[src/rtl/fobm_pkg.sv]
package fobm_pkg;

  // Field widths fixed by the interface
  localparam int BYTE_W    = 8;
  localparam int PLEN_W    = 7;
  localparam int PIDX_W    = 6;
  localparam int OFFSET_W  = 32;

  // Request kinds carried on the action field
  typedef enum logic [0:0] {
    ACT_LOAD   = 1'b0,
    ACT_SEARCH = 1'b1
  } action_t;

  // Per-cycle control broadcast to every cell of the chain
  typedef struct packed {
    logic              clear;     // zero the window byte
    logic              shift;     // take a new buffer byte
    logic              rotate;    // rotate the ring one cell toward cell 0
    logic              load_en;   // write a pattern byte
    logic [PIDX_W-1:0] load_idx;  // pattern position being written
    logic [BYTE_W-1:0] new_byte;  // buffer byte or pattern byte
  } cell_ctrl_t;

endpackage

[src/rtl/fobm_cell.sv]
module fobm_cell #(
  parameter int IDX = 0
) (
  input  logic                       clk,
  input  logic                       rst,
  input  fobm_pkg::cell_ctrl_t       ctrl,
  input  logic                       entry,
  input  logic                       active,
  input  logic [fobm_pkg::BYTE_W-1:0] nbr_in,
  output logic [fobm_pkg::BYTE_W-1:0] win_out,
  output logic                       ok
);
  import fobm_pkg::*;

  logic [BYTE_W-1:0] pat;
  logic [BYTE_W-1:0] win;
  logic [BYTE_W-1:0] shifted;
  logic              hit;

  // New byte enters at the cell aligned with the newest window slot
  assign shifted = entry ? ctrl.new_byte : nbr_in;
  assign hit     = ctrl.load_en && (int'(ctrl.load_idx) == IDX);

  // Compare against the window as it stands after this byte
  assign ok      = !active || (pat == shifted);
  assign win_out = win;

  // Hold one window byte of the ring
  always_ff @(posedge clk) begin
    if (rst) begin
      win <= '0;
    end else if (ctrl.clear) begin
      win <= '0;
    end else if (ctrl.shift) begin
      win <= shifted;
    end else if (ctrl.rotate) begin
      win <= nbr_in;
    end
  end

  // Hold one pattern byte
  always_ff @(posedge clk) begin
    if (hit) begin
      pat <= ctrl.new_byte;
    end
  end

endmodule

[src/rtl/first_occurrence_byte_matcher.sv]
// First-occurrence byte matcher.
// Input channel (in_valid / in_stall): action selects a pattern load, which
// writes byte_value at pattern_index, or a buffer byte to search, with
// last_byte marking the end of the buffer. Output channel (out_valid /
// out_stall): found and match_offset, at most one result per buffer.
// Config channel (cfg_valid / cfg_ready): cfg_data sets pattern_length.
// Throughput: one request per cycle unless input stalls. The window sits in a ring
// of cells aligned to the pattern length, so a write to pattern_length stalls
// input while the ring rotates one cell a cycle until it is aligned again.
// A result is registered and shows in the cycle after the byte that
// completes the match or ends the buffer.
// After a match, further bytes of that buffer are dropped; the last one
// clears the buffer state. A stalled result holds, and input stalls while it
// waits. Reset clears the window, the byte count and the length (to 1);
// pattern bytes stay undefined until loaded.
module first_occurrence_byte_matcher #(
  parameter int MAX_PATTERN = 64,
  parameter int OFFSET_BITS = 32
) (
  input  logic                          clk,
  input  logic                          rst,
  input  logic                          in_valid,
  output logic                          in_stall,
  input  logic                          action,
  input  logic [fobm_pkg::BYTE_W-1:0]   byte_value,
  input  logic [fobm_pkg::PIDX_W-1:0]   pattern_index,
  input  logic                          last_byte,
  output logic                          out_valid,
  input  logic                          out_stall,
  output logic                          found,
  output logic [fobm_pkg::OFFSET_W-1:0] match_offset,
  input  logic                          cfg_valid,
  output logic                          cfg_ready,
  input  logic [fobm_pkg::PLEN_W-1:0]   cfg_data
);
  import fobm_pkg::*;

  localparam int LW   = $clog2(MAX_PATTERN + 1);
  localparam int CW   = (LW > PLEN_W) ? LW : PLEN_W;
  localparam int CMPW = (OFFSET_BITS > LW) ? OFFSET_BITS : LW;

  logic [PLEN_W-1:0]      pattern_length;
  logic [LW-1:0]          align_len;
  logic [OFFSET_BITS-1:0] bytes_seen;
  logic                   reported;

  logic [CW-1:0]          len_ext;
  logic [LW-1:0]          eff_len;
  logic                   aligned;
  logic                   in_fire;
  logic                   search;
  logic                   process_byte;
  logic [OFFSET_BITS-1:0] count_next;
  logic [CMPW-1:0]        count_ext;
  logic [CMPW-1:0]        len_cmp;
  logic [CMPW-1:0]        diff;
  logic                   all_ok;
  logic                   match;
  logic                   emit;
  logic                   clear;
  cell_ctrl_t             ctrl;

  logic [MAX_PATTERN-1:0][BYTE_W-1:0] win;
  logic [MAX_PATTERN-1:0]             ok;
  logic [MAX_PATTERN-1:0]             entry;
  logic [MAX_PATTERN-1:0]             active;

  // Clamp the configured length into 1..MAX_PATTERN
  always_comb begin
    len_ext = CW'(pattern_length);
    priority if (len_ext == '0) begin
      eff_len = LW'(1);
    end else if (len_ext > CW'(MAX_PATTERN)) begin
      eff_len = LW'(MAX_PATTERN);
    end else begin
      eff_len = LW'(len_ext);
    end
  end

  assign aligned   = (align_len == eff_len);
  assign cfg_ready = 1'b1;
  assign in_stall  = !aligned || cfg_valid || (out_valid && out_stall);
  assign in_fire   = in_valid && !in_stall;
  assign search    = in_fire && (action == ACT_SEARCH);
  assign process_byte = search && !reported;

  // Saturating byte count and match test
  assign count_next = (bytes_seen == '1) ? bytes_seen : OFFSET_BITS'(bytes_seen + 1'b1);
  assign count_ext  = CMPW'(count_next);
  assign len_cmp    = CMPW'(eff_len);
  assign diff       = count_ext - len_cmp;
  assign all_ok     = &ok;
  assign match      = process_byte && (count_ext >= len_cmp) && all_ok;
  assign emit       = process_byte && (match || last_byte);
  assign clear      = search && last_byte;

  // Broadcast control to the chain
  always_comb begin
    ctrl.clear    = clear;
    ctrl.shift    = process_byte;
    ctrl.rotate   = !aligned;
    ctrl.load_en  = in_fire && (action == ACT_LOAD);
    ctrl.load_idx = pattern_index;
    ctrl.new_byte = byte_value;
  end

  // Ring of cells: cell i holds window byte len-1-i, fed by cell i+1
  for (genvar i = 0; i < MAX_PATTERN; i++) begin : g_cell
    assign entry[i]  = (align_len == LW'(i + 1));
    assign active[i] = (LW'(i) < align_len);

    fobm_cell #(
      .IDX (i)
    ) u_cell (
      .clk     (clk),
      .rst     (rst),
      .ctrl    (ctrl),
      .entry   (entry[i]),
      .active  (active[i]),
      .nbr_in  (win[(i + 1) % MAX_PATTERN]),
      .win_out (win[i]),
      .ok      (ok[i])
    );
  end

  // Track configured length and ring alignment
  always_ff @(posedge clk) begin
    if (rst) begin
      pattern_length <= PLEN_W'(1);
      align_len      <= LW'(1);
    end else begin
      if (cfg_valid && cfg_ready) begin
        pattern_length <= cfg_data;
      end
      if (!aligned) begin
        align_len <= (align_len == LW'(1)) ? LW'(MAX_PATTERN) : align_len - 1'b1;
      end
    end
  end

  // Advance buffer state
  always_ff @(posedge clk) begin
    if (rst) begin
      bytes_seen <= '0;
      reported   <= 1'b0;
    end else if (clear) begin
      bytes_seen <= '0;
      reported   <= 1'b0;
    end else if (process_byte) begin
      bytes_seen <= count_next;
      reported   <= match;
    end
  end

  // Hold the result until taken
  always_ff @(posedge clk) begin
    if (rst) begin
      out_valid <= 1'b0;
    end else if (emit) begin
      out_valid <= 1'b1;
    end else if (!out_stall) begin
      out_valid <= 1'b0;
    end
  end

  always_ff @(posedge clk) begin
    if (emit) begin
      found        <= match;
      match_offset <= match ? OFFSET_W'(diff) : '0;
    end
  end

`ifndef SYNTHESIS
  a_no_search_misaligned: assert property (@(posedge clk) disable iff (rst)
    !aligned |-> in_stall)
    else $error("request accepted while ring is misaligned");

  a_one_result_per_buffer: assert property (@(posedge clk) disable iff (rst)
    reported |-> !emit)
    else $error("second result within one buffer");

  a_not_found_offset: assert property (@(posedge clk) disable iff (rst)
    (out_valid && !found) |-> (match_offset == '0))
    else $error("not-found result with nonzero offset");

  a_result_hold: assert property (@(posedge clk) disable iff (rst)
    (out_valid && out_stall) |=>
      (out_valid && $stable(found) && $stable(match_offset)))
    else $error("result dropped");
`endif

endmodule

[config.mk]
export PLATFORM = sky130hd
export DESIGN_NAME = first_occurrence_byte_matcher
export DESIGN_NICKNAME = d
export VERILOG_FILES = /design/src/rtl/fobm_pkg.sv /design/src/rtl/fobm_cell.sv /design/src/rtl/first_occurrence_byte_matcher.sv
export SDC_FILE = /design/constraint.sdc
export NUM_CORES = 2
export LEC_CHECK = 0
export BUFFER_PORTS_ARGS = -buffer_cell sky130_fd_sc_hd__clkbuf_2
export CAP_MARGIN = 20
export CORE_UTILIZATION = 55
export CTS_CLUSTER_DIAMETER = 60
export DETAILED_ROUTE_END_ITERATION = 12
export MAX_ROUTING_LAYER = met4
export PLACE_DENSITY_LB_ADDON = 0.15
export SLEW_MARGIN = 20
export SYNTH_ARGS = -nofsm -noshare
export SYNTH_HDL_FRONTEND = slang
export SYNTH_SLANG_ARGS = --single-unit
[constraint.sdc]
create_clock -name clk -period 11.6 [get_ports clk]
set_input_delay 0.58 -clock clk [delete_from_list [all_inputs] [get_ports clk]]
set_output_delay 0.58 -clock clk [all_outputs]
set_load 0.03 [all_outputs]
==> results by group <==
Critical path
  – Critical setup path kind: reg -> reg
  – Crit path arrival time: 7.56 ns
  – Worst EP required: 11.97 ns
  – CP Launch Type: register
  – R2R cell count: 14
  – Reg2Reg Launch Point: align_len[0]$_SDFFE_PP1P_
  – Crit-path max FO: 37
  – Crit. End Element: register
  – Reg2reg end: match_offset[23]$_SDFFCE_PN0P_
  – R2R Setup Slk: roughly 4.4 ns

Route
  – Top Layer Used: met4
  – Detail Route Antenna Nets: 0
  – Vias per std cell: between 7 and 8
  – # DRC: 0
  – DR WL met2: slightly above 90,000 µm
  – Drt total wl: about 210,000 µm
  – Routed wl met3: 27,900 µm
  – Routed vias: roughly 55k
  – M1 WL: between 80,000 and 90,000 µm
  – Starting DRT DRC Count: slightly above 8k
  – Pre-antenna DRT Iters: 7
  – Routed wire length per instance: around 28 µm

CTS
  – TritonCTS Sinks: about 1.1k
  – H-Tree Depth: 4
  – CTS buffer count: 131
  – Reg clk slew, reported paths: approximately 0.060 ns
  – Root Driver: clkbuf_16
  – Post CTS Setup Buffer Count: 0
  – Cts hold-fix bufs: 0
  – CTS tree: yes
  – Max Root-Sink Buffers: 3
  – Clk_lat worst skew: between 0.7 and 0.8 ns
  – Resized cells post-CTS: 0

Layout
  – Share of cells above drive strength 1: 0.0747
  – Synthesis-to-finish area growth: 9.59%
  – Final core occ: 0.608
  – Nets: 6,313

Logic synthesis
  – Post-synthesis net count: between 6k and 7k
  – EDFF count, synth: between 500 and 600
  – Seq/Total Area, Yosys: 0.473
  – Number of synthesized register bits: 1,105
  – Gate Count Post-Synth: around 6.5k
  – Synth cell types: approximately 100
  – Post-synth design cell area: 58,300 µm²
  – Syn avg cell area: 9.01 µm²
  – Async SR Flop Fraction: 0
  – Synth warnings: 0
  – Most used DFF post-synth: dfxtp_1

Worst hold path
  – Worst hold path startpoint: cfg_data[0]
  – Hold depth: 2
  – Hold WC Path Type: in -> reg
  – WHS Endpoint: len_ext[0]$_SDFFE_PP1P_

Job
  – Max-cap violations: 0

Die
  – Die H: 328 µm
  – Die Footprint: between 100,000 and 150,000 µm²
  – I/O pin count: 64
  – Core area: around 110,000 µm²
  – Die X: between 300 and 400 µm
  – Initial core utilization: 0.554
  – # rows: approximately 120

GRT
  – First-pass GRT wire length: between 300,000 and 400,000 µm
  – Number of global-route vias before repair: 50.2k
  – Grt total ovfl: 0
  – Overall Global Routing Usage: 0.400
  – Initial antenna violation count: 10
  – Largest net degree at the start of global routing: about 230

STA
  – RSZ-0062 raised after global routing: no
  – Final TNS setup: 0 ns
  – Setup-failing EPs final: 0
  – Peak Freq: between 100 and 150 MHz
  – Tmin final: between 7 and 8 ns
  – Hold WS: around 0.055 ns
  – Worst-margin pin slew: roughly 1.3 ns
  – Final Max Tran Viols: 0
  – Layout Skew: roughly 0.027 ns
  – Final hold violation count: 0
  – Final Cycle Share: 0.620
  – Worst slew margin: 0.122

Run status
  – Run status: completed

Power and ir drop
  – Peak supply drop: 0.150 mV
  – Static Leak: around 19 nW
  – Pwr Density: about 170 nW/µm²

Placed design
  – Final RePlAce weighted congestion: 1.06
  – Port bufs: a little over 60
  – Post-DP HPWL: about 140,000 µm
power breakdown:
part / switching (mW) / internal, mW
clock network: 1.70 / 2.49
logic: 2.16 / 0.491
registers: 0.0553 / 4.11
total: 3.92 / 7.09
worst max path at each step:
stage | startpoint | endpoint | slack [ns] | cells past startpoint
2_1_floorplan | align_len[1]$_SDFFE_PP0P_ | found$_DFFE_PP_ | 6.08 | 19
3_3_place_gp | align_len[3]$_SDFFE_PP0P_ | match_offset[25]$_SDFFCE_PN0P_ | 4.89 | 13
3_5_place_dp | align_len[0]$_SDFFE_PP1P_ | match_offset[25]$_SDFFCE_PN0P_ | 4.77 | 13
4_1_cts | align_len[0]$_SDFFE_PP1P_ | match_offset[23]$_SDFFCE_PN0P_ | 4.77 | 13
5_1_grt | align_len[0]$_SDFFE_PP1P_ | match_offset[23]$_SDFFCE_PN0P_ | 4.22 | 14
6_report | align_len[0]$_SDFFE_PP1P_ | match_offset[23]$_SDFFCE_PN0P_ | 4.41 | 14
synth_stat cells (all sizes together) (73+ instances only):
library cell	count	area (µm²)
nor2	301	1130
nor3	269	1380
buf	168	847
xnor2	170	1490
dfxtp	560	11200
clkbuf	339	1270
nand4	138	863
a21boi	73	548
nand3	174	871
edfxtp	545	16400
nand2	787	2960
xor2	132	1160
o22ai	107	669
nor4	87	551
inv	165	619
a21oi	725	3640
o21ai	281	1410
a22oi	537	4030
final cells by class:
type	count	area, µm²
diodes	11	27.5
clock buffers	176	3750
clock inverters	62	609
fillers	9079	41200
inverters	168	631
multi-input cells	4685	28200
flip-flops and latches	1105	27600
well taps	1391	1740
repair buffers	180	1360
routing by layer:
metal | GRT usage | vias to the layer above
met5 | - | -
met2 | 0.574 | 3763
li1 | - | 24000
met1 | 0.529 | 26100
met3 | 0.0910 | 721
met4 | 0.200 | 0
metrics by stage:
step	area [µm²]	instances	setup WS, ns	power, mW
after floorplan	58300	6465	6.08	5.71
after global placement	59400	7528	4.89	6.72
after detailed placement	59500	7528	4.77	6.74
after CTS	63800	7766	4.77	10.9
after global routing	63900	7776	4.22	11.2
final	63900	7778	4.41	11.0
critical path: stages, from the launching register on:
cell and delay, ns:
dfxtp_1 0.53, inv_1 0.31, ha_1 0.53, nor4bb_4 0.37, buf_4 0.43, a21boi_0 0.23
nor3_1 0.20, o2111ai_1 0.22, o41ai_2 1.11, o2111ai_1 0.40, nor4_1 0.38, nand4_1 0.20
or4_1 0.73, buf_4 0.32, a21oi_4 0.78
logic make-up (layout without fill, tap and decap cells):
family | Yosys count | count (layout) | share of synthesized area
and+or+nand+nor | 2154 | 2154 | 0.183
buffers and inverters | 675 | 586 | 0.0472
xor gates and xnor gates | 302 | 302 | 0.0454
adders and majority gates | 14 | 14 | 0.00313
AOI/OAI and AO/OA | 2159 | 2159 | 0.239
DFF | 1105 | 1105 | 0.473
other | 1 | 12 | 0.0000643
muxes | 55 | 55 | 0.00955
registers in the layout (all words and copies together), names as in the netlist:
register and cells:
out_valid 1, g_cell.u_cell.pat 512, match_offset 32, bytes_seen 32
align_len 7, found 1, g_cell.u_cell.win_out 512, reported 1
len_ext 7
layout by cell type (no fill, tap or decap), types with 36 or more instances in the layout:
cell type  count
o211ai_1      57
nand3_1      174
dfxtp_1      555
xnor2_1      170
a22oi_1      537
o21a_1        38
o21ai_1       46
or4_1         63
a211oi_1      49
clkbuf_2      54
nor2_1       298
nand4_1      138
nand2_1      784
nor3_1       262
clkbuf_16    138
nor4_1        84
o22ai_1      107
mux2i_1       50
xor2_1       132
or3_1         52
buf_4        110
o21ai_0      235
inv_1        160
a21boi_0      73
nor2b_1       36
edfxtp_1     545
nand2b_1      55
a21oi_1      721
and3_1        60
No activity file was read; power rests on OpenSTA's default activity.
